`src/bsht_pkg.sv`:
```
// Package for the bucketed sorted hash table: codes, command/status structs,
// controller states and configuration helpers.
// No dependencies.
package bsht_pkg;

  localparam int DEF_MAX_FLOORS = 64;
  localparam int DEF_MAX_SLOTS  = 16;

  localparam int KEY_W       = 31;
  localparam int OP_W        = 2;
  localparam int ST_W        = 2;
  localparam int FLOOR_OUT_W = 6;
  localparam int SLOT_OUT_W  = 4;
  localparam int INIT_W      = 7;
  localparam int SPF_W       = 5;
  localparam int CFG_DW      = 32;
  localparam int CFG_AW      = 3;

  localparam logic [INIT_W-1:0] INIT_RST = 7'd1;
  localparam logic [SPF_W-1:0]  SPF_RST  = 5'd16;

  // register index, taken from paddr[2]
  localparam logic CFG_IDX_FLOORS = 1'b0;
  localparam logic CFG_IDX_SLOTS  = 1'b1;

  localparam logic [ST_W-1:0] ST_OK   = 2'd0;
  localparam logic [ST_W-1:0] ST_MISS = 2'd1;
  localparam logic [ST_W-1:0] ST_OVF  = 2'd2;

  typedef enum logic [OP_W-1:0] {
    OP_ADD    = 2'd0,
    OP_QUERY  = 2'd1,
    OP_REMOVE = 2'd2,
    OP_NOP    = 2'd3
  } op_t;

  typedef enum logic [4:0] {
    DP_NONE,
    DP_ACCEPT,
    DP_DIV_START,
    DP_DIV_TAKE,
    DP_FILL_TAKE,
    DP_NEXT_FLOOR,
    DP_LB_RD,
    DP_LB_STEP,
    DP_SH_START,
    DP_SH_RD,
    DP_SH_WR,
    DP_INS_WR,
    DP_FD_RD,
    DP_MARK,
    DP_RB_INIT,
    DP_SCAN_RD,
    DP_SCAN_TAKE,
    DP_RB_GROW,
    DP_LIVE_TAKE,
    DP_KEY_TAKE,
    DP_PUBLISH
  } dp_op_t;

  typedef struct packed {
    dp_op_t          op;
    logic            set_res;
    logic [ST_W-1:0] res_st;
  } ctl_cmd_t;

  typedef struct packed {
    op_t  op;
    logic full;
    logic grow_ovf;
    logic div_busy;
    logic fill_full;
    logic lb_open;
    logic pos_in;
    logic fd_match;
    logic fd_removed;
    logic probe_last;
    logic sh_more;
    logic scan_more;
    logic live_more;
    logic out_free;
  } dp_stat_t;

  typedef enum logic [4:0] {
    S_IDLE,
    S_DISPATCH,
    S_DIV_GO,
    S_DIV_WT,
    S_FILL_RD,
    S_FILL_WT,
    S_LB_CHK,
    S_LB_WT,
    S_SH_CHK,
    S_SH_WT,
    S_FD_WT,
    S_RB_FILL_RD,
    S_RB_FILL_WT,
    S_RB_SCAN,
    S_RB_SCAN_WT,
    S_RB_LIVE,
    S_RB_LIVE_WT,
    S_FIN
  } ctl_state_t;

  // clamp a register value into 1..mx
  function automatic int clamp_cfg(input int v, input int mx);
    int r;
    r = v;
    if (r < 1) r = 1;
    if (r > mx) r = mx;
    return r;
  endfunction

endpackage

```
`src/bsht_ctrl.sv`:
```
// Controller FSM: sequences probe, binary search, shift, lookup and rebuild.
// Depends on bsht_pkg.
module bsht_ctrl import bsht_pkg::*; (
  input  logic     clk,
  input  logic     rst_n,
  input  logic     in_valid,
  output logic     in_ready,
  input  dp_stat_t stat,
  output ctl_cmd_t cmd
);

  ctl_state_t state_r, state_nxt;
  logic       rb_r, rb_nxt;   // inserting live keys of a rebuild

  always_ff @(posedge clk) begin
    if (!rst_n) begin
      state_r <= S_IDLE;
      rb_r    <= 1'b0;
    end else begin
      state_r <= state_nxt;
      rb_r    <= rb_nxt;
    end
  end

  always_comb begin
    state_nxt   = state_r;
    rb_nxt      = rb_r;
    in_ready    = 1'b0;
    cmd.op      = DP_NONE;
    cmd.set_res = 1'b0;
    cmd.res_st  = ST_OK;

    case (state_r)
      S_IDLE: begin
        in_ready = 1'b1;
        if (in_valid) begin
          cmd.op    = DP_ACCEPT;
          state_nxt = S_DISPATCH;
        end
      end
      S_DISPATCH: begin
        rb_nxt = 1'b0;
        case (stat.op)
          OP_ADD: begin
            if (stat.full) begin
              if (stat.grow_ovf) begin
                cmd.set_res = 1'b1;
                cmd.res_st  = ST_OVF;
                state_nxt   = S_FIN;
              end else begin
                cmd.op    = DP_RB_INIT;
                state_nxt = S_RB_FILL_RD;
              end
            end else begin
              state_nxt = S_DIV_GO;
            end
          end
          OP_QUERY, OP_REMOVE: state_nxt = S_DIV_GO;
          default: begin
            cmd.set_res = 1'b1;
            cmd.res_st  = ST_MISS;
            state_nxt   = S_FIN;
          end
        endcase
      end
      S_DIV_GO: begin
        cmd.op    = DP_DIV_START;
        state_nxt = S_DIV_WT;
      end
      S_DIV_WT: begin
        if (!stat.div_busy) begin
          cmd.op    = DP_DIV_TAKE;
          state_nxt = S_FILL_RD;
        end
      end
      S_FILL_RD: state_nxt = S_FILL_WT;
      S_FILL_WT: begin
        if (stat.op == OP_ADD && stat.fill_full) begin
          if (stat.probe_last) begin
            cmd.set_res = 1'b1;
            cmd.res_st  = ST_OVF;
            state_nxt   = S_FIN;
          end else begin
            cmd.op    = DP_NEXT_FLOOR;
            state_nxt = S_FILL_RD;
          end
        end else begin
          cmd.op    = DP_FILL_TAKE;
          state_nxt = S_LB_CHK;
        end
      end
      S_LB_CHK: begin
        if (stat.lb_open) begin
          cmd.op    = DP_LB_RD;
          state_nxt = S_LB_WT;
        end else if (stat.op == OP_ADD) begin
          cmd.op    = DP_SH_START;
          state_nxt = S_SH_CHK;
        end else if (stat.pos_in) begin
          cmd.op    = DP_FD_RD;
          state_nxt = S_FD_WT;
        end else if (stat.probe_last) begin
          cmd.set_res = 1'b1;
          cmd.res_st  = ST_MISS;
          state_nxt   = S_FIN;
        end else begin
          cmd.op    = DP_NEXT_FLOOR;
          state_nxt = S_FILL_RD;
        end
      end
      S_LB_WT: begin
        cmd.op    = DP_LB_STEP;
        state_nxt = S_LB_CHK;
      end
      S_SH_CHK: begin
        if (stat.sh_more) begin
          cmd.op    = DP_SH_RD;
          state_nxt = S_SH_WT;
        end else begin
          cmd.op = DP_INS_WR;
          if (rb_r) begin
            state_nxt = S_RB_LIVE;
          end else begin
            cmd.set_res = 1'b1;
            cmd.res_st  = ST_OK;
            state_nxt   = S_FIN;
          end
        end
      end
      S_SH_WT: begin
        cmd.op    = DP_SH_WR;
        state_nxt = S_SH_CHK;
      end
      S_FD_WT: begin
        if (stat.fd_match) begin
          cmd.set_res = 1'b1;
          state_nxt   = S_FIN;
          if (stat.op == OP_REMOVE) begin
            cmd.op     = DP_MARK;
            cmd.res_st = ST_OK;
          end else begin
            cmd.res_st = stat.fd_removed ? ST_MISS : ST_OK;
          end
        end else if (stat.probe_last) begin
          cmd.set_res = 1'b1;
          cmd.res_st  = ST_MISS;
          state_nxt   = S_FIN;
        end else begin
          cmd.op    = DP_NEXT_FLOOR;
          state_nxt = S_FILL_RD;
        end
      end
      S_RB_FILL_RD: state_nxt = S_RB_FILL_WT;
      S_RB_FILL_WT: begin
        cmd.op    = DP_FILL_TAKE;
        state_nxt = S_RB_SCAN;
      end
      S_RB_SCAN: begin
        if (stat.scan_more) begin
          cmd.op    = DP_SCAN_RD;
          state_nxt = S_RB_SCAN_WT;
        end else if (stat.probe_last) begin
          cmd.op    = DP_RB_GROW;
          rb_nxt    = 1'b1;
          state_nxt = S_RB_LIVE;
        end else begin
          cmd.op    = DP_NEXT_FLOOR;
          state_nxt = S_RB_FILL_RD;
        end
      end
      S_RB_SCAN_WT: begin
        cmd.op    = DP_SCAN_TAKE;
        state_nxt = S_RB_SCAN;
      end
      S_RB_LIVE: begin
        if (stat.live_more) begin
          state_nxt = S_RB_LIVE_WT;
        end else begin
          cmd.op    = DP_KEY_TAKE;
          rb_nxt    = 1'b0;
          state_nxt = S_DIV_GO;
        end
      end
      S_RB_LIVE_WT: begin
        cmd.op    = DP_LIVE_TAKE;
        state_nxt = S_DIV_GO;
      end
      S_FIN: begin
        if (stat.out_free) begin
          cmd.op    = DP_PUBLISH;
          state_nxt = S_IDLE;
        end
      end
      default: state_nxt = S_IDLE;
    endcase
  end

endmodule

```
`config.mk`:
```
export PLATFORM = sky130hd
export DESIGN_NAME = bsht_ctrl
export DESIGN_NICKNAME = d
export VERILOG_FILES = /design/src/bsht_pkg.sv /design/src/bsht_ctrl.sv
export SDC_FILE = /design/constraint.sdc
export NUM_CORES = 1
export LEC_CHECK = 0
export ABC_AREA = 1
export BUFFER_PORTS_ARGS = -buffer_cell sky130_fd_sc_hd__buf_2
export CORE_MARGIN = 5
export CORE_UTILIZATION = 35
export DETAILED_ROUTE_END_ITERATION = 8
export PLACE_DENSITY = 0.56
export SLEW_MARGIN = 20
export SYNTH_ARGS = -nofsm -noshare
export SYNTH_HDL_FRONTEND = slang
export SYNTH_SLANG_ARGS = --single-unit
```
`constraint.sdc`:
```
create_clock -name clk -period 1.3 [get_ports clk]
set_input_delay 0.065 -clock clk [delete_from_list [all_inputs] [get_ports clk]]
set_output_delay 0.065 -clock clk [all_outputs]
set_load 0.03 [all_outputs]
```
Word-level counts from Yosys, hierarchy flattened

Index checks and enable logic that the tools add are counted.

Register bits: 6
Input port bits: 18
Output and inout bits: 9
Logic and storage cells: 89

Muxes and demuxes: 54
Reduce and logical (&&, ||, !) cells: 8
Eq/ne operators: 25

Operators with widths:

| cell                                                | number |
|---|---|
| two-way mux 5 bit                                   | 22 |
| case mux 5 bit (17 select lines)                    | 1 |
| case mux 5 bit (16 select lines)                    | 1 |
| equality test 5 x 4 -> 1 bit, second input constant | 8 |
| two-way mux 3 bit                                   | 12 |
| equality test 5 x 3 -> 1 bit, second input constant | 4 |
| case mux 3 bit (5 select lines)                     | 1 |
| two-way mux 4 bit                                   | 3 |
| != test 2 bit, second input constant                | 6 |
| equality test 5 x 2 -> 1 bit, second input constant | 2 |
| equality test 5 bit, second input constant          | 2 |
| case mux 5 bit (2 select lines)                     | 1 |
| two-way mux 8 bit                                   | 1 |
| two-way mux 1 bit                                   | 7 |
| two-way mux 7 bit                                   | 1 |
| case mux 3 bit (2 select lines)                     | 1 |
| equality test 5 x 1 -> 1 bit, second input constant | 1 |
| logical NOT 5 bit                                   | 1 |
| two-way mux 2 bit                                   | 2 |
| AND reduction 4 bit                                 | 1 |
| OR reduction 2 bit                                  | 2 |
| case mux 1 bit (3 select lines)                     | 1 |
| AND reduction 3 bit                                 | 1 |
| nonzero test 3 bit                                  | 1 |
| other kinds (4)                                     | 4 |

Logic depth before layout (Yosys ltp)

Gate-level depths: netlist of the first run.

Depth in word-level cells: 5
Gate-level depth with buffers: 11
Gate-level depth less buffers: 11

Worst setup path after synthesis of the first run

OpenSTA, ideal clock, no wires.

Path type: reg2out
From: reg state_r[1]
To: out cmd[3] (netlist bit)
Path buffers: 0
Cell stages (with the launch flop): 8
Data arrival time: 1.791 ns
Data required time: 1.235 ns
Setup slack: -0.556 ns
Path through: dfxtp_1 -> nor2_1 -> inv_1 -> nor3_1 -> nand2_1 -> nand2_1 -> nor3_1 -> nand3_1

RTL lines:

| item                     | line            | source |
|---|---|---|
| start: declaration       | bsht_ctrl.sv:12 | `ctl_state_t state_r, state_nxt;` |
| start signal: assignment | bsht_ctrl.sv:20 | `state_r <= state_nxt;` |
| end: declaration         | bsht_ctrl.sv:9  | `output ctl_cmd_t cmd` |

==> results of run 1 <==
power by group through the flow:
stage	Combinational, W	Clock [W]	Sequential, W
CTS	0.00140	0.000178	0.000293
detailed placement	0.00109	0	0.000259
floorplan	0.000675	0	0.000262
global placement	0.00109	0	0.000255
global route	0.00167	0.000204	0.000308
finish	0.00155	0.000176	0.000303
placed cells by master (no fill, tap or decap), types with 5 or more instances in the layout:
master | Yosys | final
sky130_fd_sc_hd__a21oi_1 | 8 | 6
sky130_fd_sc_hd__buf_2 | 0 | 17
sky130_fd_sc_hd__buf_4 | 0 | 40
sky130_fd_sc_hd__buf_6 | 0 | 14
sky130_fd_sc_hd__dfxtp_4 | 0 | 5
sky130_fd_sc_hd__inv_1 | 32 | 27
sky130_fd_sc_hd__nand2_1 | 49 | 34
sky130_fd_sc_hd__nand2_2 | 3 | 15
sky130_fd_sc_hd__nand3_1 | 21 | 15
sky130_fd_sc_hd__nand3_2 | 1 | 5
sky130_fd_sc_hd__nand4_1 | 5 | 5
sky130_fd_sc_hd__nor2_1 | 32 | 22
sky130_fd_sc_hd__nor2_4 | 2 | 11
sky130_fd_sc_hd__o21ai_0 | 9 | 8
final cells by class:
type | instances | share of cell area
multi-input combinational | 152 | 0.5279
timing repair buffer | 71 | 0.2952
sequential | 6 | 0.07551
inverter | 32 | 0.06803
tap | 31 | 0.02109
clock buffer | 3 | 0.01224
cells by family (layout without fill, tap and decap cells):
group / count (synthesis) / count (layout)
buffers and inverters: 32 / 106
adder cells (fa/ha/maj): 4 / 4
AO/OA/AOI/OAI: 24 / 24
AND/OR/NAND/NOR: 124 / 124
flip-flops: 6 / 6
state kept, by name, indices dropped and copies added, names as in the netlist:
register	cells
rb_r	1
state_r	5
metrics by stage:
| stage | total power (W) | setup TNS, ns | worst slack, ns |
|---|---|---|---|
| detailed placement | 0.001349 | -1.640 | -0.1968 |
| global route | 0.002179 | -5.033 | -0.4817 |
| finish | 0.002028 | -3.482 | -0.3638 |
| CTS | 0.001874 | -2.575 | -0.2816 |
| global placement | 0.001345 | -1.522 | -0.1935 |
| floorplan | 0.0009368 | -0.4243 | -0.1177 |
what timing repair did:
item                                    in CTS  in global routing
hold buffers                                 0                  0
resized for setup                           67                 26
setup buffers                               11                 11
endpoints found under the setup margin      15                 15
pin swaps                                   24                 12
tightest hold or removal path: stages:
cell and delay [ns]:
sky130_fd_sc_hd__buf_2 0.09, sky130_fd_sc_hd__nand2_1 0.04, sky130_fd_sc_hd__inv_1 0.04
per-layer routing:
metal / vias to the layer above / wire (µm) / track usage
met3: 12 / 218 / 0.03908
met4: 0 / 97 / 0.08488
met1: 744 / 1779 / 0.2642
met5: - / 0 / 0
met2: 63 / 2156 / 0.3526
li1: 763 / - / -
worst min-delay path by stage:
stage | from | depth (start not counted) | slack [ns] | to
2_1_floorplan | rst_n | 2 | 0.16 | state_r[1]
3_3_place_gp | rst_n | 3 | 0.26 | state_r[1]
3_5_place_dp | rst_n | 3 | 0.27 | state_r[1]
4_1_cts | rst_n | 3 | 0.02 | state_r[1]
5_1_grt | rst_n | 3 | 0.007 | state_r[1]
6_report | rst_n | 3 | 0.02 | state_r[1]
==> impl_results.md, run 1 <==
- Switching power: 0.001040 W
- Startpoint of the worst register-to-register path: state_r[2]
- Internal power: 0.0009883 W
- Fraction of power consumed by sequential logic: 0.150
- Reg2reg path depth: 11
- Register area: 138.9 µm²
- CP endpoint: cmd[3]
- Number of DRC violations after detailed routing: 0
- Chip width: 63.11 µm
- Synthesized area: 987.2 µm²
- Mux share of post-synthesis cell area: 0
- Placer's final routability congestion estimate: 0.9033
- Net total in the final layout: 288
- Setup violators final: 15
- Final non-filler cell area: 1839 µm²
- Master of the slowest instance on the critical path: sky130_fd_sc_hd__dfxtp_4
- Core ar.: 2734 µm²
- Cell with the most instances after synthesis: sky130_fd_sc_hd__nand2_1
- H-Tree Depth: 1
- Antenna violations before repair: 0
- Fraction of power consumed by combinational cells: 0.764
- Worst skew pair latency: 0.25 ns
- Cell accounting for the most synthesized area: sky130_fd_sc_hd__nand2_1
- Synth area leaders: sky130_fd_sc_hd__nand2_1, sky130_fd_sc_hd__dfxtp_1, sky130_fd_sc_hd__inv_1
- Number of max-slew violations in the final report: 0
- Number of hold violations in the final report: 0
- Die area: 3983 µm²
- Num rows: 19
- Simple-gate share of the synthesized area: 0.5678
- Port Buffers: 26
- Failing checks: negative setup slack
- Number of maximum-capacitance constraint violations: 0
- Number of enable-type register cells in the synthesized netlist: 0
- Vias per cell: 5.363
- Wire length of the first global-routing pass: 6.920 mm
- Maximum number of pins on one net before global-route repair: 8
- Adder-cell area share of the yosys netlist: 0.05070
- Final period demand of the worst path: 1.664 ns
- CP delay by family, top: simple AND/OR/NAND/NOR gates
- Number of nets produced by synthesis: 212
- Average wire per cell in the routed design: 14.41 µm
- Clock group share of total power: 0.087
- Unrepaired setup endpoints after global routing: true
- Share of Yosys cell area claimed by the top area cell type: 0.1863
- Stage delay of the slowest cell on the critical path: 0.37 ns
- Fraction of synthesis flops using an asynchronous set or reset pin: 0
- Worst Path Buf+Inv: 3
- Placed wire-length estimate after detailed placement: 2.985 mm
- Register bit count reported by yosys: 6
- Cell Chain, Critical Path: inv_4 -> buf_4 -> nand2_4 -> nor2_4 -> nand3_2 -> nand2_2 -> nor3_2 -> nand3_1 -> buf_6
- Antenna fix cells: 0
- Number of standard cells in the layout, taps in and fillers out: 295
- Vertical die dimension: 63.11 µm
- Initial cell density of the core: 0.3611
- Antenna-violating nets left: 0
- Dominant combinational cell family by area after synthesis: simple AND/OR/NAND/NOR gates
- Endpoint class of the critical path: output pin
- Reg2reg setup slack: -0.28 ns
- Hold WC Path Type: in -> reg
- CP arrival: 1.60 ns
- Sequential fraction of the synthesis area: 0.1217
- Peak supply drop: 0.001225 V
- Vias after detailed routing: 1582
- Total power per unit cell area: 1103 nW/µm²
- Buffer type at the clock tree root: sky130_fd_sc_hd__clkbuf_4
- Startpoint Class: flop
- Fraction of final layout cells with drive strength greater than 1: 0.5076
- Clock net sink count: 6
- Critical Path Stages: 9
- Layout Skew: 0.004184 ns
- Worst slack on hold paths: 0.01824 ns
- Max Freq: 601.0 MHz
- Number of fill cells in the layout: 225
- Mean post-synth cell area: 5.196 µm²
- Area overhead of the layout relative to synthesis: 86.31%
- Worst slew margin relative to its limit: 0.7749
- Clock-pin slew reported for the worst setup and hold paths after clock tree synthesis: 0.05 ns
- Total routing usage reported by global routing: 0.2112
- Most instantiated cells after synthesis: sky130_fd_sc_hd__nand2_1, sky130_fd_sc_hd__inv_1, sky130_fd_sc_hd__nor2_1, sky130_fd_sc_hd__nand3_1, sky130_fd_sc_hd__o21ai_0
- Worst-Margin Slew: 0.3369 ns
- Status: finished, violations left
- Fraction of synthesized cell area in xor and xnor cells: 0
- 1st-iter DRT viols: 123
- Endpoint of the lowest-slack register-to-register path: state_r[1]
- Worst Path Max Fanout: 4
- Placed cell areas: 1404 µm²
- Beginning of the critical path: state_r[2]
- Number of different library cells in the post-synthesis netlist: 23
- Worst-case setup margin in the final layout: -0.3638 ns
- Final period utilization: 1.280
- Commonest register cell after synthesis: sky130_fd_sc_hd__dfxtp_1
- Warning count from the yosys run: 0
- CTS tree: built
- Post-Route WL: 4.251 mm
- Data required time at the worst endpoint: 1.24 ns
- Number of placed instances, taps included: 276
- Cts bufs inserted: 3
- Class of the most critical setup path: reg -> out
- Remaining Overflow, GRT: 0
- Number of global-route vias before repair: 1539
- Fraction of power spent switching nets: 0.5126
- Max clock buf depth: 2
- Number of top-level pins: 27
- Fraction of the mapped netlist area in compound gates: 0.1381
- Pre-antenna DRT Iters: 4
- Lkg Pwr: 0.9804 nW
- Number of cells produced by synthesis: 190
- Util after Layout: 0.6728
- Footprint of the multi-input gates: 970.9 µm²
Note: power is estimated with default switching activity, not from simulation.
==> run 2: changes to the inputs <==
==> constraint.sdc (replaced) <==
create_clock -name clk -period 1.3 [get_ports clk]
set_input_delay 0.195 -clock clk [delete_from_list [all_inputs] [get_ports clk]]
set_output_delay 0.195 -clock clk [all_outputs]
set_load 0.03 [all_outputs]
==> run 2 against run 1 <==
The run still ends with negative setup slack left. Register-to-register slack got worse by 0.05 ns. Clock power rose by 7%. Cell count rose by 7.1%. Worst setup slack got worse by 0.11 ns. Die area did not move. Flip-flop and latch count did not move. Sequential share of layout area fell by 0.80 points. Global-route usage fell by 0.25 points.
==> impl_results.md, run 2 (synthesis gave the netlist of run 1 again) <==
- Vias per cell: 5.177
- Commonest cells after routing, fill and taps aside: sky130_fd_sc_hd__buf_4, sky130_fd_sc_hd__nand2_1, sky130_fd_sc_hd__inv_1
- Worst Path Max Fanout: 4
- Max clock buf depth: 2
- Setup total negative slack: -4.836 ns
- Die area: 3983 µm²
- Worst-Margin Slew: 0.3097 ns
- Area overhead of the layout relative to synthesis: 104.7%
- Vertical die dimension: 63.11 µm
- Register name with the most flops: state_r
- Number of max-slew violations in the final report: 0
- Number of hold violations in the final report: 0
- Maximum number of pins on one net before global-route repair: 9
- CTS tree: built
- Cts bufs inserted: 3
- Net total in the final layout: 308
- Clock-pin slew reported for the worst setup and hold paths after clock tree synthesis: 0.06 ns
- Final period utilization: 1.367
- Pre-antenna DRT Iters: 5
- Layout Skew: 0.01477 ns
- Core ar.: 2734 µm²
- Peak supply drop: 0.001403 V
- CP arrival: 1.58 ns
- Endpoint class of the critical path: output pin
- Num rows: 19
- Initial cell density of the core: 0.3611
- Worst-case setup margin in the final layout: -0.4770 ns
- Number of maximum-capacitance constraint violations: 0
- Total power after layout: 0.002198 W
- Number of DRC violations after detailed routing: 0
- Class of the most critical setup path: reg -> out
- Post-Route WL: 4.346 mm
- Placed wire-length estimate after detailed placement: 3.413 mm
- Antenna violations before repair: 0
- Status: finished, violations left
- Number of fill cells in the layout: 222
- Buffer type at the clock tree root: sky130_fd_sc_hd__clkbuf_4
- Largest registers in the final layout: state_r (5), rb_r (1)
- Fraction of final layout cells with drive strength greater than 1: 0.5439
- Chip width: 63.11 µm
- Unrepaired setup endpoints after global routing: true
- Number of top-level pins: 27
- Remaining Overflow, GRT: 0
- Hold bufs inserted after CTS: 0
- Number of global-route vias before repair: 1551
- Worst Setup Slack post-DPL: -0.3813 ns
- Setup violators final: 15
- Total routing usage reported by global routing: 0.2087
- Leading cell type in the layout, fill and taps excluded: sky130_fd_sc_hd__buf_4
- Data required time at the worst endpoint: 1.11 ns
- Final period demand of the worst path: 1.777 ns
- Placer's final routability congestion estimate: 0.8674
- Antenna-violating nets left: 0
- Worst skew pair latency: 0.25 ns
- Flip-flop count of the largest register after layout: 5
- Clock net sink count: 6
- H-Tree Depth: 1
- Antenna fix cells: 0
- Wire length of the first global-routing pass: 6.810 mm
- Failing checks: negative setup slack
- Number of standard cells in the layout, taps in and fillers out: 316
- Lkg Pwr: 1.098 nW
- Worst slew margin relative to its limit: 0.7916
- Average wire per cell in the routed design: 13.75 µm
- Number of placed instances, taps included: 298
- Hold WC Path Type: in -> reg
- Vias after detailed routing: 1636
- Port Buffers: 26
- Startpoint Class: flop
- Max Freq: 562.8 MHz
- Total power per unit cell area: 1088 nW/µm²
- 1st-iter DRT viols: 131
-- run 2: cell types whose count changed in the layout (fill, tap and decap cells not counted), moves of 2 or more --
cell | previous run | this run
sky130_fd_sc_hd__nand2_2 | 15 | 12
sky130_fd_sc_hd__inv_1 | 27 | 25
sky130_fd_sc_hd__buf_6 | 14 | 10
sky130_fd_sc_hd__buf_4 | 40 | 62
sky130_fd_sc_hd__nand2_4 | 3 | 5
sky130_fd_sc_hd__buf_12 | 0 | 2
-- run 2: cell type report --
| type | instances | area (µm²) | area share |
|---|---|---|---|
| well taps | 31 | 38.79 | 0.01920 |
| flip-flops and latches | 6 | 136.4 | 0.06749 |
| repair buffers | 91 | 703.2 | 0.3480 |
| clock buffers | 4 | 26.28 | 0.01300 |
| inverters | 32 | 127.6 | 0.06316 |
| multi-input cells | 152 | 988.4 | 0.4892 |
-- run 2: power breakdown --
part,total [W],internal (W),switching [W],leakage [nW]
Combinational,0.00171,0.000804,0.000908,1.03
Sequential,0.000297,0.000230,0.0000673,0.0522
Clock,0.000188,0.000116,0.0000715,0.0150
-- run 2: timing repair --
| item | 4_1_cts | 5_1_grt |
|---|---|---|
| endpoints found under the hold margin | 0 | 0 |
| pin swaps | 17 | 14 |
| setup endpoints to repair | 15 | 15 |
| setup buffers | 8 | 7 |
| resized for setup | 39 | 33 |
-- run 2: final timing paths --
kind	start	endpoint	slack [ns]	cells after the start
min reg2reg	rb_r	rb_r	0.48	2
min	rst_n	state_r[1]	0.14	3
max	state_r[1]	cmd[3]	-0.48	8
max reg2reg	state_r[1]	state_r[2]	-0.33	12
-- run 2: worst max-delay path, stage by stage, from the launching register on --
cell,delay [ns]
sky130_fd_sc_hd__dfxtp_4,0.37
sky130_fd_sc_hd__buf_4,0.15
sky130_fd_sc_hd__nand2_4,0.09
sky130_fd_sc_hd__nor2_1,0.06
sky130_fd_sc_hd__nand3_1,0.12
sky130_fd_sc_hd__nand2_2,0.10
sky130_fd_sc_hd__nor3_2,0.20
sky130_fd_sc_hd__nand3_2,0.09
sky130_fd_sc_hd__buf_6,0.15
-- run 2: per-stage QoR --
step | util | hold WS [ns] | instance area, µm²
finish | 0.7391 | 0.1412 | 2021
global placement | 0.6018 | 0.3940 | 1645
detailed placement | 0.6018 | 0.3987 | 1645
CTS | 0.6833 | 0.1371 | 1868
floorplan | - | 0.2920 | 1069
global route | 0.7391 | 0.1794 | 2021
-- run 2: routing by layer --
layer  wire, µm  vias to the layer above  track usage  share of wire
li1           -                      811            -              -
met1       1914                      745       0.2774           0.44
met2       2070                       70       0.3244           0.48
met3        288                       10      0.04973          0.066
met4         72                        0      0.07692          0.017
met5          0                        -            0              0
